<file path="config.mk">
export PLATFORM = sky130hd
export DESIGN_NAME = keyboard_mouse_packet_decoder_flat
export DESIGN_NICKNAME = d
export VERILOG_FILES = /design/src/kmpd_pkg.sv /design/src/kmpd_ifs.sv /design/src/kmpd_ram.sv /design/src/kmpd_front.sv /design/src/kmpd_cmd_queue.sv /design/src/kmpd_back.sv /design/src/keyboard_mouse_packet_decoder.sv /design/src/flat_wrapper.sv
export SDC_FILE = /design/constraint.sdc
export NUM_CORES = 2
export LEC_CHECK = 0
export ABC_CLOCK_PERIOD_IN_PS = 13500
export BUFFER_PORTS_ARGS = -buffer_cell sky130_fd_sc_hd__buf_4
export CORE_UTILIZATION = 45
export CTS_CLUSTER_SIZE = 8
export DETAILED_ROUTE_END_ITERATION = 12
export HOLD_SLACK_MARGIN = 0.03
export PLACE_DENSITY = 0.67
export SETUP_SLACK_MARGIN = 0.4
export SYNTH_ARGS = -nofsm -noshare
export SYNTH_HDL_FRONTEND = slang
export SYNTH_SLANG_ARGS = --single-unit
</file>
<file path="constraint.sdc">
create_clock -name clk -period 13.5 [get_ports clk]
set_input_delay 2.7 -clock clk [delete_from_list [all_inputs] [get_ports clk]]
set_output_delay 2.7 -clock clk [all_outputs]
set_load 0.02 [all_outputs]
</file>
<file path="src/kmpd_pkg.sv">
`default_nettype none
package kmpd_pkg;

  localparam int unsigned MAP_ENTRIES = 115;

  localparam logic [7:0] HDR_MIN_RESET = 8'd248;
  localparam logic [9:0] X_LIMIT_RESET = 10'd640;
  localparam logic [9:0] Y_LIMIT_RESET = 10'd400;
  localparam logic [9:0] POS_X_RESET = 10'd320;
  localparam logic [9:0] POS_Y_RESET = 10'd200;

  localparam logic [1:0] CFG_HDR_MIN = 2'd0;
  localparam logic [1:0] CFG_X_LIMIT = 2'd1;
  localparam logic [1:0] CFG_Y_LIMIT = 2'd2;

  localparam logic OP_BYTE = 1'b0;
  localparam logic OP_POP = 1'b1;

  typedef enum logic [2:0] {
    CMD_POP,
    CMD_MAKE,
    CMD_BREAK,
    CMD_HEADER,
    CMD_DX,
    CMD_DY
  } cmd_kind_t;

  typedef struct packed {
    cmd_kind_t  kind;
    logic [7:0] data;
  } cmd_t;

  typedef struct packed {
    logic [7:0] hdr_min;
    logic [9:0] x_limit;
    logic [9:0] y_limit;
  } cfg_t;

  function automatic logic [7:0] scan_to_ascii(input logic [7:0] code);
    logic [7:0] ch;
    ch = 8'h00;
    if (code < 8'(MAP_ENTRIES) && !code[7]) begin
      case (code[6:0])
        7'd1:   ch = 8'h1B;
        7'd2:   ch = 8'h31;
        7'd3:   ch = 8'h32;
        7'd4:   ch = 8'h33;
        7'd5:   ch = 8'h34;
        7'd6:   ch = 8'h35;
        7'd7:   ch = 8'h36;
        7'd8:   ch = 8'h37;
        7'd9:   ch = 8'h38;
        7'd10:  ch = 8'h39;
        7'd11:  ch = 8'h30;
        7'd12:  ch = 8'h2D;
        7'd13:  ch = 8'h3D;
        7'd14:  ch = 8'h08;
        7'd15:  ch = 8'h09;
        7'd16:  ch = 8'h71;
        7'd17:  ch = 8'h77;
        7'd18:  ch = 8'h65;
        7'd19:  ch = 8'h72;
        7'd20:  ch = 8'h74;
        7'd21:  ch = 8'h79;
        7'd22:  ch = 8'h75;
        7'd23:  ch = 8'h69;
        7'd24:  ch = 8'h6F;
        7'd25:  ch = 8'h70;
        7'd26:  ch = 8'h5B;
        7'd27:  ch = 8'h5D;
        7'd28:  ch = 8'h0D;
        7'd30:  ch = 8'h61;
        7'd31:  ch = 8'h73;
        7'd32:  ch = 8'h64;
        7'd33:  ch = 8'h66;
        7'd34:  ch = 8'h67;
        7'd35:  ch = 8'h68;
        7'd36:  ch = 8'h6A;
        7'd37:  ch = 8'h6B;
        7'd38:  ch = 8'h6C;
        7'd39:  ch = 8'h3B;
        7'd40:  ch = 8'h27;
        7'd41:  ch = 8'h60;
        7'd43:  ch = 8'h5C;
        7'd44:  ch = 8'h7A;
        7'd45:  ch = 8'h78;
        7'd46:  ch = 8'h63;
        7'd47:  ch = 8'h76;
        7'd48:  ch = 8'h62;
        7'd49:  ch = 8'h6E;
        7'd50:  ch = 8'h6D;
        7'd51:  ch = 8'h2C;
        7'd52:  ch = 8'h2E;
        7'd53:  ch = 8'h2F;
        7'd57:  ch = 8'h20;
        7'd74:  ch = 8'h2D;
        7'd78:  ch = 8'h2B;
        7'd83:  ch = 8'h7F;
        7'd97:  ch = 8'h28;
        7'd98:  ch = 8'h29;
        7'd99:  ch = 8'h2F;
        7'd100: ch = 8'h2A;
        7'd101: ch = 8'h37;
        7'd102: ch = 8'h38;
        7'd103: ch = 8'h39;
        7'd104: ch = 8'h34;
        7'd105: ch = 8'h35;
        7'd106: ch = 8'h36;
        7'd107: ch = 8'h31;
        7'd108: ch = 8'h32;
        7'd109: ch = 8'h33;
        7'd110: ch = 8'h30;
        7'd111: ch = 8'h2E;
        7'd112: ch = 8'h0D;
        default: ch = 8'h00;
      endcase
    end
    return ch;
  endfunction

endpackage
`default_nettype wire

</file>
<file path="src/kmpd_ifs.sv">
`default_nettype none
interface kmpd_req_if;
  logic       valid;
  logic       ready;
  logic       operation;
  logic [7:0] data_byte;
  modport source (output valid, output operation, output data_byte, input ready);
  modport sink (input valid, input operation, input data_byte, output ready);
endinterface

interface kmpd_rsp_if;
  logic       valid;
  logic       ready;
  logic [7:0] popped_key;
  logic       pop_valid;
  logic       pending;
  logic [7:0] next_key;
  logic [8:0] queue_fill;
  logic [9:0] pointer_x;
  logic [9:0] pointer_y;
  logic       key_held;
  logic       overflow;
  modport source (
    output valid, output popped_key, output pop_valid, output pending,
    output next_key, output queue_fill, output pointer_x, output pointer_y,
    output key_held, output overflow, input ready
  );
  modport sink (
    input valid, input popped_key, input pop_valid, input pending,
    input next_key, input queue_fill, input pointer_x, input pointer_y,
    input key_held, input overflow, output ready
  );
endinterface

interface kmpd_cfg_if;
  logic       valid;
  logic       ready;
  logic [1:0] index;
  logic [9:0] data;
  modport source (output valid, output index, output data, input ready);
  modport sink (input valid, input index, input data, output ready);
endinterface
`default_nettype wire

</file>
<file path="src/kmpd_ram.sv">
`default_nettype none
module kmpd_ram #(
  parameter int WIDTH = 8,
  parameter int DEPTH = 256
) (
  input  logic                     clk,
  input  logic                     we,
  input  logic [$clog2(DEPTH)-1:0] waddr,
  input  logic [WIDTH-1:0]         wdata,
  input  logic                     re,
  input  logic [$clog2(DEPTH)-1:0] raddr,
  output logic [WIDTH-1:0]         rdata
);

  logic [WIDTH-1:0] mem [DEPTH];

  always_ff @(posedge clk) begin
    if (we) begin
      mem[waddr] <= wdata;
    end
    if (re) begin
      rdata <= mem[raddr];
    end
  end

endmodule
`default_nettype wire

</file>
<file path="src/kmpd_front.sv">
`default_nettype none
module kmpd_front (
  input  logic            clk,
  input  logic            rst,
  kmpd_req_if.sink        req,
  input  logic [7:0]      hdr_min,
  output logic            cmd_valid,
  output kmpd_pkg::cmd_t  cmd,
  input  logic            cmd_ready
);

  typedef enum logic [1:0] {
    PH_IDLE,
    PH_DX,
    PH_DY
  } phase_t;

  phase_t phase;
  phase_t phase_next;

  assign req.ready = cmd_ready;
  assign cmd_valid = req.valid;

  always_comb begin
    phase_next = phase;
    cmd.data = req.data_byte;
    cmd.kind = kmpd_pkg::CMD_POP;
    if (req.operation == kmpd_pkg::OP_BYTE) begin
      unique case (phase)
        PH_IDLE: begin
          if (req.data_byte >= hdr_min) begin
            cmd.kind = kmpd_pkg::CMD_HEADER;
            phase_next = PH_DX;
          end else if (!req.data_byte[7]) begin
            cmd.kind = kmpd_pkg::CMD_MAKE;
            cmd.data = kmpd_pkg::scan_to_ascii(req.data_byte);
          end else begin
            cmd.kind = kmpd_pkg::CMD_BREAK;
          end
        end
        PH_DX: begin
          cmd.kind = kmpd_pkg::CMD_DX;
          phase_next = PH_DY;
        end
        default: begin
          cmd.kind = kmpd_pkg::CMD_DY;
          phase_next = PH_IDLE;
        end
      endcase
    end
  end

  always_ff @(posedge clk) begin
    if (rst) begin
      phase <= PH_IDLE;
    end else if (req.valid && cmd_ready) begin
      phase <= phase_next;
    end
  end

endmodule
`default_nettype wire

</file>
<file path="src/kmpd_cmd_queue.sv">
`default_nettype none
module kmpd_cmd_queue (
  input  logic            clk,
  input  logic            rst,
  input  logic            push_valid,
  output logic            push_ready,
  input  kmpd_pkg::cmd_t  push_cmd,
  output logic            pop_valid,
  input  logic            pop_ready,
  output kmpd_pkg::cmd_t  pop_cmd
);

  kmpd_pkg::cmd_t slots [2];
  logic           wr_ptr;
  logic           rd_ptr;
  logic [1:0]     fill;
  logic           do_push;
  logic           do_pop;

  assign push_ready = (fill != 2'd2);
  assign pop_valid  = (fill != 2'd0);
  assign pop_cmd    = slots[rd_ptr];
  assign do_push    = push_valid && push_ready;
  assign do_pop     = pop_valid && pop_ready;

  always_ff @(posedge clk) begin
    if (do_push) begin
      slots[wr_ptr] <= push_cmd;
    end
    if (rst) begin
      wr_ptr <= 1'b0;
      rd_ptr <= 1'b0;
      fill   <= 2'd0;
    end else begin
      if (do_push) begin
        wr_ptr <= ~wr_ptr;
      end
      if (do_pop) begin
        rd_ptr <= ~rd_ptr;
      end
      fill <= fill + 2'(do_push) - 2'(do_pop);
    end
  end

endmodule
`default_nettype wire

</file>
<file path="src/kmpd_back.sv">
`default_nettype none
module kmpd_back #(
  parameter int QUEUE_DEPTH = 256
) (
  input  logic            clk,
  input  logic            rst,
  input  kmpd_pkg::cfg_t  cfg,
  input  logic            cmd_valid,
  output logic            cmd_ready,
  input  kmpd_pkg::cmd_t  cmd,
  kmpd_rsp_if.source      rsp
);

  localparam int AW = $clog2(QUEUE_DEPTH);
  localparam int CW = $clog2(QUEUE_DEPTH + 1);

  function automatic logic [9:0] clamp_move(input logic [9:0] pos, input logic [7:0] d,
                                            input logic [9:0] lim);
    logic signed [11:0] sum;
    logic [9:0]         res;
    sum = $signed({2'b00, pos}) + $signed({{4{d[7]}}, d});
    if (sum < 12'sd0) begin
      res = '0;
    end else if (sum > $signed({2'b00, lim})) begin
      res = lim;
    end else begin
      res = sum[9:0];
    end
    return res;
  endfunction

  // queue and pointer state
  logic [AW-1:0] rp, rp_next;
  logic [AW-1:0] wp, wp_next;
  logic [CW-1:0] count, count_next;
  logic [9:0]    pos_x, pos_x_next;
  logic [9:0]    pos_y, pos_y_next;
  logic          held, held_next;
  logic          ovf, ovf_next;
  logic          is_push, full, do_push, do_pop, fire;

  // read stage
  logic          p1_valid;
  logic          p1_pop;
  logic [CW-1:0] p1_count;
  logic [9:0]    p1_x;
  logic [9:0]    p1_y;
  logic          p1_held;
  logic          p1_ovf;
  logic          p1_byp;
  logic [7:0]    p1_byp_data;
  logic          p1_adv;
  logic [7:0]    rdata;
  logic [7:0]    head_key;

  assign p1_adv    = p1_valid && (!rsp.valid || rsp.ready);
  assign cmd_ready = !p1_valid || p1_adv;
  assign fire      = cmd_valid && cmd_ready;

  always_comb begin
    is_push    = (cmd.kind == kmpd_pkg::CMD_MAKE) || (cmd.kind == kmpd_pkg::CMD_HEADER);
    full       = (count == CW'(QUEUE_DEPTH));
    do_push    = is_push && !full;
    do_pop     = (cmd.kind == kmpd_pkg::CMD_POP) && (count != '0);
    ovf_next   = ovf || (is_push && full);
    rp_next    = rp;
    wp_next    = wp;
    if (do_pop) begin
      rp_next = (rp == AW'(QUEUE_DEPTH - 1)) ? '0 : rp + 1'b1;
    end
    if (do_push) begin
      wp_next = (wp == AW'(QUEUE_DEPTH - 1)) ? '0 : wp + 1'b1;
    end
    count_next = count + CW'(do_push) - CW'(do_pop);
    held_next  = held;
    pos_x_next = pos_x;
    pos_y_next = pos_y;
    case (cmd.kind)
      kmpd_pkg::CMD_MAKE:  held_next = 1'b1;
      kmpd_pkg::CMD_BREAK: held_next = 1'b0;
      kmpd_pkg::CMD_DX:    pos_x_next = clamp_move(pos_x, cmd.data, cfg.x_limit);
      kmpd_pkg::CMD_DY:    pos_y_next = clamp_move(pos_y, cmd.data, cfg.y_limit);
      default: ;
    endcase
  end

  kmpd_ram #(
    .WIDTH (8),
    .DEPTH (QUEUE_DEPTH)
  ) u_store (
    .clk   (clk),
    .we    (fire && do_push),
    .waddr (wp),
    .wdata (cmd.data),
    .re    (fire),
    .raddr (rp_next),
    .rdata (rdata)
  );

  always_comb begin
    head_key = '0;
    if (p1_count != '0) begin
      head_key = p1_byp ? p1_byp_data : rdata;
    end
  end

  always_ff @(posedge clk) begin
    if (rst) begin
      rp       <= '0;
      wp       <= '0;
      count    <= '0;
      pos_x    <= kmpd_pkg::POS_X_RESET;
      pos_y    <= kmpd_pkg::POS_Y_RESET;
      held     <= 1'b0;
      ovf      <= 1'b0;
      p1_valid <= 1'b0;
    end else begin
      if (fire) begin
        rp    <= rp_next;
        wp    <= wp_next;
        count <= count_next;
        pos_x <= pos_x_next;
        pos_y <= pos_y_next;
        held  <= held_next;
        ovf   <= ovf_next;
      end
      if (fire) begin
        p1_valid <= 1'b1;
      end else if (p1_adv) begin
        p1_valid <= 1'b0;
      end
    end
    if (fire) begin
      p1_pop      <= do_pop;
      p1_count    <= count_next;
      p1_x        <= pos_x_next;
      p1_y        <= pos_y_next;
      p1_held     <= held_next;
      p1_ovf      <= ovf_next;
      p1_byp      <= do_push && (wp == rp_next);
      p1_byp_data <= cmd.data;
    end
  end

  // the popped entry is the head reported with the previous result
  always_ff @(posedge clk) begin
    if (rst) begin
      rsp.valid      <= 1'b0;
      rsp.next_key   <= '0;
    end else if (p1_adv) begin
      rsp.valid      <= 1'b1;
      rsp.next_key   <= head_key;
    end else if (rsp.ready) begin
      rsp.valid      <= 1'b0;
    end
    if (p1_adv) begin
      rsp.popped_key <= p1_pop ? rsp.next_key : 8'h00;
      rsp.pop_valid  <= p1_pop;
      rsp.pending    <= (p1_count != '0);
      rsp.queue_fill <= 9'(p1_count);
      rsp.pointer_x  <= p1_x;
      rsp.pointer_y  <= p1_y;
      rsp.key_held   <= p1_held;
      rsp.overflow   <= p1_ovf;
    end
  end

endmodule
`default_nettype wire

</file>
<file path="src/keyboard_mouse_packet_decoder.sv">
// keyboard and relative mouse packet decoder
// req channel: operation 0 carries a received byte in data_byte, operation 1
// asks to pop the oldest queued key. every request gives exactly one result
// on the rsp channel with the pop outcome, queue head and fill, pointer
// position, key-held and sticky overflow flags.
// cfg channel: index 0 mouse header threshold, 1 x limit, 2 y limit; always
// ready, other indexes ignored. write only while no request is in flight.
// a request is classified on entry (scancode mapping, packet phase) and goes
// through a two-entry command queue to the execution side, which updates the
// key store and pointer, then reads the new queue head from the store.
// a request passes through the command queue, the read stage and the result register in turn.
// throughput: one request per cycle while rsp takes results; the read stage
// register lets a new request in while a result waits.
// when rsp is stalled the command queue fills and req.ready falls.
// reset empties the key queue, clears the flags, centres the pointer at
// 320,200 and restores the register defaults. no clearing pass is needed.
`default_nettype none
module keyboard_mouse_packet_decoder #(
  parameter int QUEUE_DEPTH = 256
) (
  input  logic       clk,
  input  logic       rst,
  kmpd_req_if.sink   req,
  kmpd_rsp_if.source rsp,
  kmpd_cfg_if.sink   cfg
);

  kmpd_pkg::cfg_t regs;
  logic           cmd_in_valid;
  logic           cmd_in_ready;
  kmpd_pkg::cmd_t cmd_in;
  logic           cmd_out_valid;
  logic           cmd_out_ready;
  kmpd_pkg::cmd_t cmd_out;

  assign cfg.ready = 1'b1;

  always_ff @(posedge clk) begin
    if (rst) begin
      regs.hdr_min <= kmpd_pkg::HDR_MIN_RESET;
      regs.x_limit <= kmpd_pkg::X_LIMIT_RESET;
      regs.y_limit <= kmpd_pkg::Y_LIMIT_RESET;
    end else if (cfg.valid) begin
      case (cfg.index)
        kmpd_pkg::CFG_HDR_MIN: regs.hdr_min <= cfg.data[7:0];
        kmpd_pkg::CFG_X_LIMIT: regs.x_limit <= cfg.data;
        kmpd_pkg::CFG_Y_LIMIT: regs.y_limit <= cfg.data;
        default: ;
      endcase
    end
  end

  kmpd_front u_front (
    .clk       (clk),
    .rst       (rst),
    .req       (req),
    .hdr_min   (regs.hdr_min),
    .cmd_valid (cmd_in_valid),
    .cmd       (cmd_in),
    .cmd_ready (cmd_in_ready)
  );

  kmpd_cmd_queue u_queue (
    .clk        (clk),
    .rst        (rst),
    .push_valid (cmd_in_valid),
    .push_ready (cmd_in_ready),
    .push_cmd   (cmd_in),
    .pop_valid  (cmd_out_valid),
    .pop_ready  (cmd_out_ready),
    .pop_cmd    (cmd_out)
  );

  kmpd_back #(
    .QUEUE_DEPTH (QUEUE_DEPTH)
  ) u_back (
    .clk       (clk),
    .rst       (rst),
    .cfg       (regs),
    .cmd_valid (cmd_out_valid),
    .cmd_ready (cmd_out_ready),
    .cmd       (cmd_out),
    .rsp       (rsp)
  );

endmodule
`default_nettype wire

</file>
<file path="src/flat_wrapper.sv">
// flat-port wrapper written by rule: the top's interface ports become plain ports
module keyboard_mouse_packet_decoder_flat 
#(
  parameter int QUEUE_DEPTH = 256
)
  (clk, rst, req_valid, req_operation, req_data_byte, req_ready, rsp_valid, rsp_popped_key, rsp_pop_valid, rsp_pending, rsp_next_key, rsp_queue_fill, rsp_pointer_x, rsp_pointer_y, rsp_key_held, rsp_overflow, rsp_ready, cfg_valid, cfg_index, cfg_data, cfg_ready);
  kmpd_req_if req_i ();
  kmpd_rsp_if rsp_i ();
  kmpd_cfg_if cfg_i ();
  input  logic clk;
  input  logic rst;
  input wire logic [$bits(req_i.valid)-1:0] req_valid;
  input wire logic [$bits(req_i.operation)-1:0] req_operation;
  input wire logic [$bits(req_i.data_byte)-1:0] req_data_byte;
  output wire logic [$bits(req_i.ready)-1:0] req_ready;
  output wire logic [$bits(rsp_i.valid)-1:0] rsp_valid;
  output wire logic [$bits(rsp_i.popped_key)-1:0] rsp_popped_key;
  output wire logic [$bits(rsp_i.pop_valid)-1:0] rsp_pop_valid;
  output wire logic [$bits(rsp_i.pending)-1:0] rsp_pending;
  output wire logic [$bits(rsp_i.next_key)-1:0] rsp_next_key;
  output wire logic [$bits(rsp_i.queue_fill)-1:0] rsp_queue_fill;
  output wire logic [$bits(rsp_i.pointer_x)-1:0] rsp_pointer_x;
  output wire logic [$bits(rsp_i.pointer_y)-1:0] rsp_pointer_y;
  output wire logic [$bits(rsp_i.key_held)-1:0] rsp_key_held;
  output wire logic [$bits(rsp_i.overflow)-1:0] rsp_overflow;
  input wire logic [$bits(rsp_i.ready)-1:0] rsp_ready;
  input wire logic [$bits(cfg_i.valid)-1:0] cfg_valid;
  input wire logic [$bits(cfg_i.index)-1:0] cfg_index;
  input wire logic [$bits(cfg_i.data)-1:0] cfg_data;
  output wire logic [$bits(cfg_i.ready)-1:0] cfg_ready;
  assign req_i.valid = req_valid;
  assign req_i.operation = req_operation;
  assign req_i.data_byte = req_data_byte;
  assign req_ready = req_i.ready;
  assign rsp_valid = rsp_i.valid;
  assign rsp_popped_key = rsp_i.popped_key;
  assign rsp_pop_valid = rsp_i.pop_valid;
  assign rsp_pending = rsp_i.pending;
  assign rsp_next_key = rsp_i.next_key;
  assign rsp_queue_fill = rsp_i.queue_fill;
  assign rsp_pointer_x = rsp_i.pointer_x;
  assign rsp_pointer_y = rsp_i.pointer_y;
  assign rsp_key_held = rsp_i.key_held;
  assign rsp_overflow = rsp_i.overflow;
  assign rsp_i.ready = rsp_ready;
  assign cfg_i.valid = cfg_valid;
  assign cfg_i.index = cfg_index;
  assign cfg_i.data = cfg_data;
  assign cfg_ready = cfg_i.ready;
  keyboard_mouse_packet_decoder #(.QUEUE_DEPTH(QUEUE_DEPTH)) u_core (.clk(clk), .rst(rst), .req(req_i), .rsp(rsp_i), .cfg(cfg_i));
endmodule
</file>
==> results.md <==
- Status: complete, no violations
- Worst Hold Class: reg -> reg
- Syn nets: about 5700
- Syn_area_per_cell: 16.2 sq um
- Count of different cell masters after synthesis: 88
- Skew-Pair Late Insertion Delay: ~0.95 ns
- Layout cells sized above 1: 15.6%
- CTS hold repair buffers: 0
- Worst-path cell chain: or4b_1 > a22o_4 > clkinv_8 > mux2_8 > buf_4 > buf_12 > mux4_2 > mux2i_1 > o22ai_1 > nor4_1 > a31oi_1 > o21ai_0 > nand3_1
- Post-Synth XOR/XNOR Area: less than 1%
- Critical path launch point type: flop
- Cts repair resizes: 0
- Synth Register Bits: 2252
- Multiplexer share of the synthesized area: between 10% and 20%
- MaxCap Viol Count: 0
- Period Utilization, post-route: 51.5%
- H-tree levels: 5
- Slew @ Worst Pin: between 1 and 1.5 ns
- First-pass GRT wire length: ~350 mm
- Final setup violation count: 0
- Commonest non-fill, non-tap cells in the layout: edfxtp_1 (2160), nand2_1 (854), nor2_1 (398)
- Final Max Tran Viols: 0
- GPL Wtd Cong: between 0.9 and 1
- Simple-Gate Fraction of Synth Area: 7.98%
- DR vias/cell: between 6 and 7
- Seq/Total Area, Yosys: 73.1%
- Leading area contributor after synthesis: edfxtp_1
- Core Rows: around 160
- Fmax: 144 MHz
- Longest Clk Path Bufs: 4
- Async set-reset flop share out of synthesis: 0%
- CTS tree: done
- CP required: between 10 and 15 ns
- Top cell type's share of synthesized area: a little under three quarters
- Count of routing violations after the opening detailed-route iteration: 7066
- Fin nets: 5924
- Design area: 103000 sq um
- Worst Setup End Kind: flop
- Area Overhead vs Synth: 13.0%
- Placed cell area: 94400 sq um
- Power per Cell Area: between 200 and 250 nW/um^2
- Initial antenna violation count: 8
- Die width: 452 microns
- Largest net degree at the start of global routing: 160
- Overflow after GRT: 0
- Routed Antenna Nets: 0
- Worst rel slew slack: 6.53%
- Adder-cell share of the synthesized area: 1.16%
- GRT Overall Usage: a little under a quarter
- Clock skew: 0.0882 ns
- CTS buffer count: 332
- Worst slack, placed: about 6.5 ns
- Routed via count: approximately 53000
- DIE HEIGHT: 452 microns
- Critical path's slowest cell: dfxtp_1
- Synth area leaders: edfxtp_1 (71%), mux4_2 (8.6%), nand2_1 (3.5%), dfxtp_1 (2.0%), nor2_1 (1.6%)
- Crit-path max FO: 95
- Main combinational cell family by area after synthesis: multiplexers
- Compound-cell area share of the yosys netlist: 4.74%
- CP peak stage delay: 0.92 ns
- Mapped Cells: between 5000 and 6000
- Ports: 78
- Most common cell after layout, fill and taps aside: edfxtp_1
- Final HPWL from detailed placement: 143 mm
- RSZ-0062 raised after global routing: no
- Peak supply drop: about 0.00019 V
- Core ar.: 201000 sq um
- CTS Sinks: 2252
- Final hold violations: 0
- Setup CP Type: reg -> reg
- Clock Root Buffer: clkbuf_16
- Vias in the first global route: ~52000
- Routed wire length: 240 mm
- DR WL/cell: 28.2 microns
- Most used DFF post-synth: edfxtp_1
- Synth Warn #: 0
- Filler Cells Inserted: 15909
- DR pass1 iterations: 9
- Synth Cell Area: 91300 sq um
- Leak: approximately 0.034 uW
- Initial core utilization: 45.5%
- Worst setup margin: 6.55 ns
- Post-CTS setup buffers: 0
- Tmin final: between 6 and 7 ns
- Number of flops mapped to enable cells by yosys: roughly 2200
- Port bufs: 76
- Final setup TNS: 0 ns
- Worst EP arrival: around 7.6 ns
- Full die area: 205000 sq um
- Clock-pin transition on the worst setup and hold timing paths: 0.05 ns
- Residual DRC: 0
-- worst paths after layout --
check	depth (start not counted)	slack, ns	endpoint	from
worst max-delay path	13	6.55	u_core.u_back.u_store.rdata[4]	flop
worst min-delay path	0	0.42	u_core.u_back.rsp.pointer_y[5]	u_core.u_back.p1_y[5]
worst max register to register	13	6.55	u_core.u_back.u_store.rdata[4]	flop
worst min register to register	0	0.42	u_core.u_back.rsp.pointer_y[5]	u_core.u_back.p1_y[5]
-- cell families after synthesis --
kind of cell	count (synthesis)
xor+xnor	45
fa+ha+maj	83
other cells	1
simple gates	1707
buf+inv	397
compound gates	653
mux	491
flops	2252
-- worst max-delay path: cells and delay by family (launching register included) --
family / cells / cell delay [ns]
simple gates: 3 / 1.34
buf+inv: 3 / 1.34
compound gates: 4 / 1.46
mux: 3 / 1.48
flops: 1 / 0.92
-- layer usage --
metal	vias up	wire (microns)	global-route usage (%)	share of wire (%)
met5	-	81	0	0.034
met4	10	9570	9.33	4.0
met3	535	26000	5.70	11
met2	3060	110000	35.6	46
met1	26812	94500	32.0	39
li1	22095	-	-	-
-- Yosys cell counts, types with 34 or more instances --
| cell | n |
|---|---|
| nand3_1 | 206 |
| nor3_1 | 39 |
| xnor2_1 | 34 |
| and3_1 | 78 |
| edfxtp_1 | 2160 |
| mux4_2 | 349 |
| ha_1 | 80 |
| buf_2 | 74 |
| o21ai_0 | 110 |
| dfxtp_1 | 92 |
| clkbuf_1 | 139 |
| a311oi_1 | 35 |
| inv_1 | 74 |
| a31oi_1 | 75 |
| a21oi_1 | 148 |
| nor2_1 | 398 |
| mux2i_1 | 123 |
| nand2_1 | 856 |
-- cell type report --
cell class	instances	area (sq um)	area share, %
Sequential cell	2252	66700	64.7
Multi-Input combinational cell	2980	22700	22.0
Clock buffer	376	8640	8.38
Tap cell	2656	3320	3.22
Timing Repair Buffer	172	1360	1.32
Inverter	77	317	0.307
Clock inverter	9	71.3	0.0692
Antenna cell	2	5.00	0.00485
-- stage by stage --
stage	total power, uW	hold WS (ns)	util (%)	std cells
finish	22300	0.416	51.4	8524
global placement	15100	0.404	47.0	8135
detailed placement	15200	0.405	47.0	8137
CTS	22400	0.418	51.4	8522
global route	23000	0.421	51.4	8522
floorplan	13400	0.400	-	5629
-- power breakdown --
group / internal, uW / total (uW) / switching [uW] / leakage, uW
Clock: 4420 / 7160 / 2750 / 0.00426
Sequential: 8620 / 8730 / 118 / 0.0202
Combinational: 2300 / 6420 / 4110 / 0.00905
Total: 15300 / 22300 / 6970 / 0.0335
-- registers in the layout, indices dropped and copies added (netlist names), 10 cells and up, named ones only --
register,cells
u_core.u_queue.slots,22
u_core.u_back.pos_x,10
u_core.u_back.p1_x,10
u_core.u_back.rsp.pointer_x,10
u_core.regs,28
u_core.u_back.p1_y,10
u_core.u_back.rsp.pointer_y,10
u_core.u_back.u_store.mem,2048
u_core.u_back.pos_y,10
Note: power is estimated with default switching activity, not from simulation.
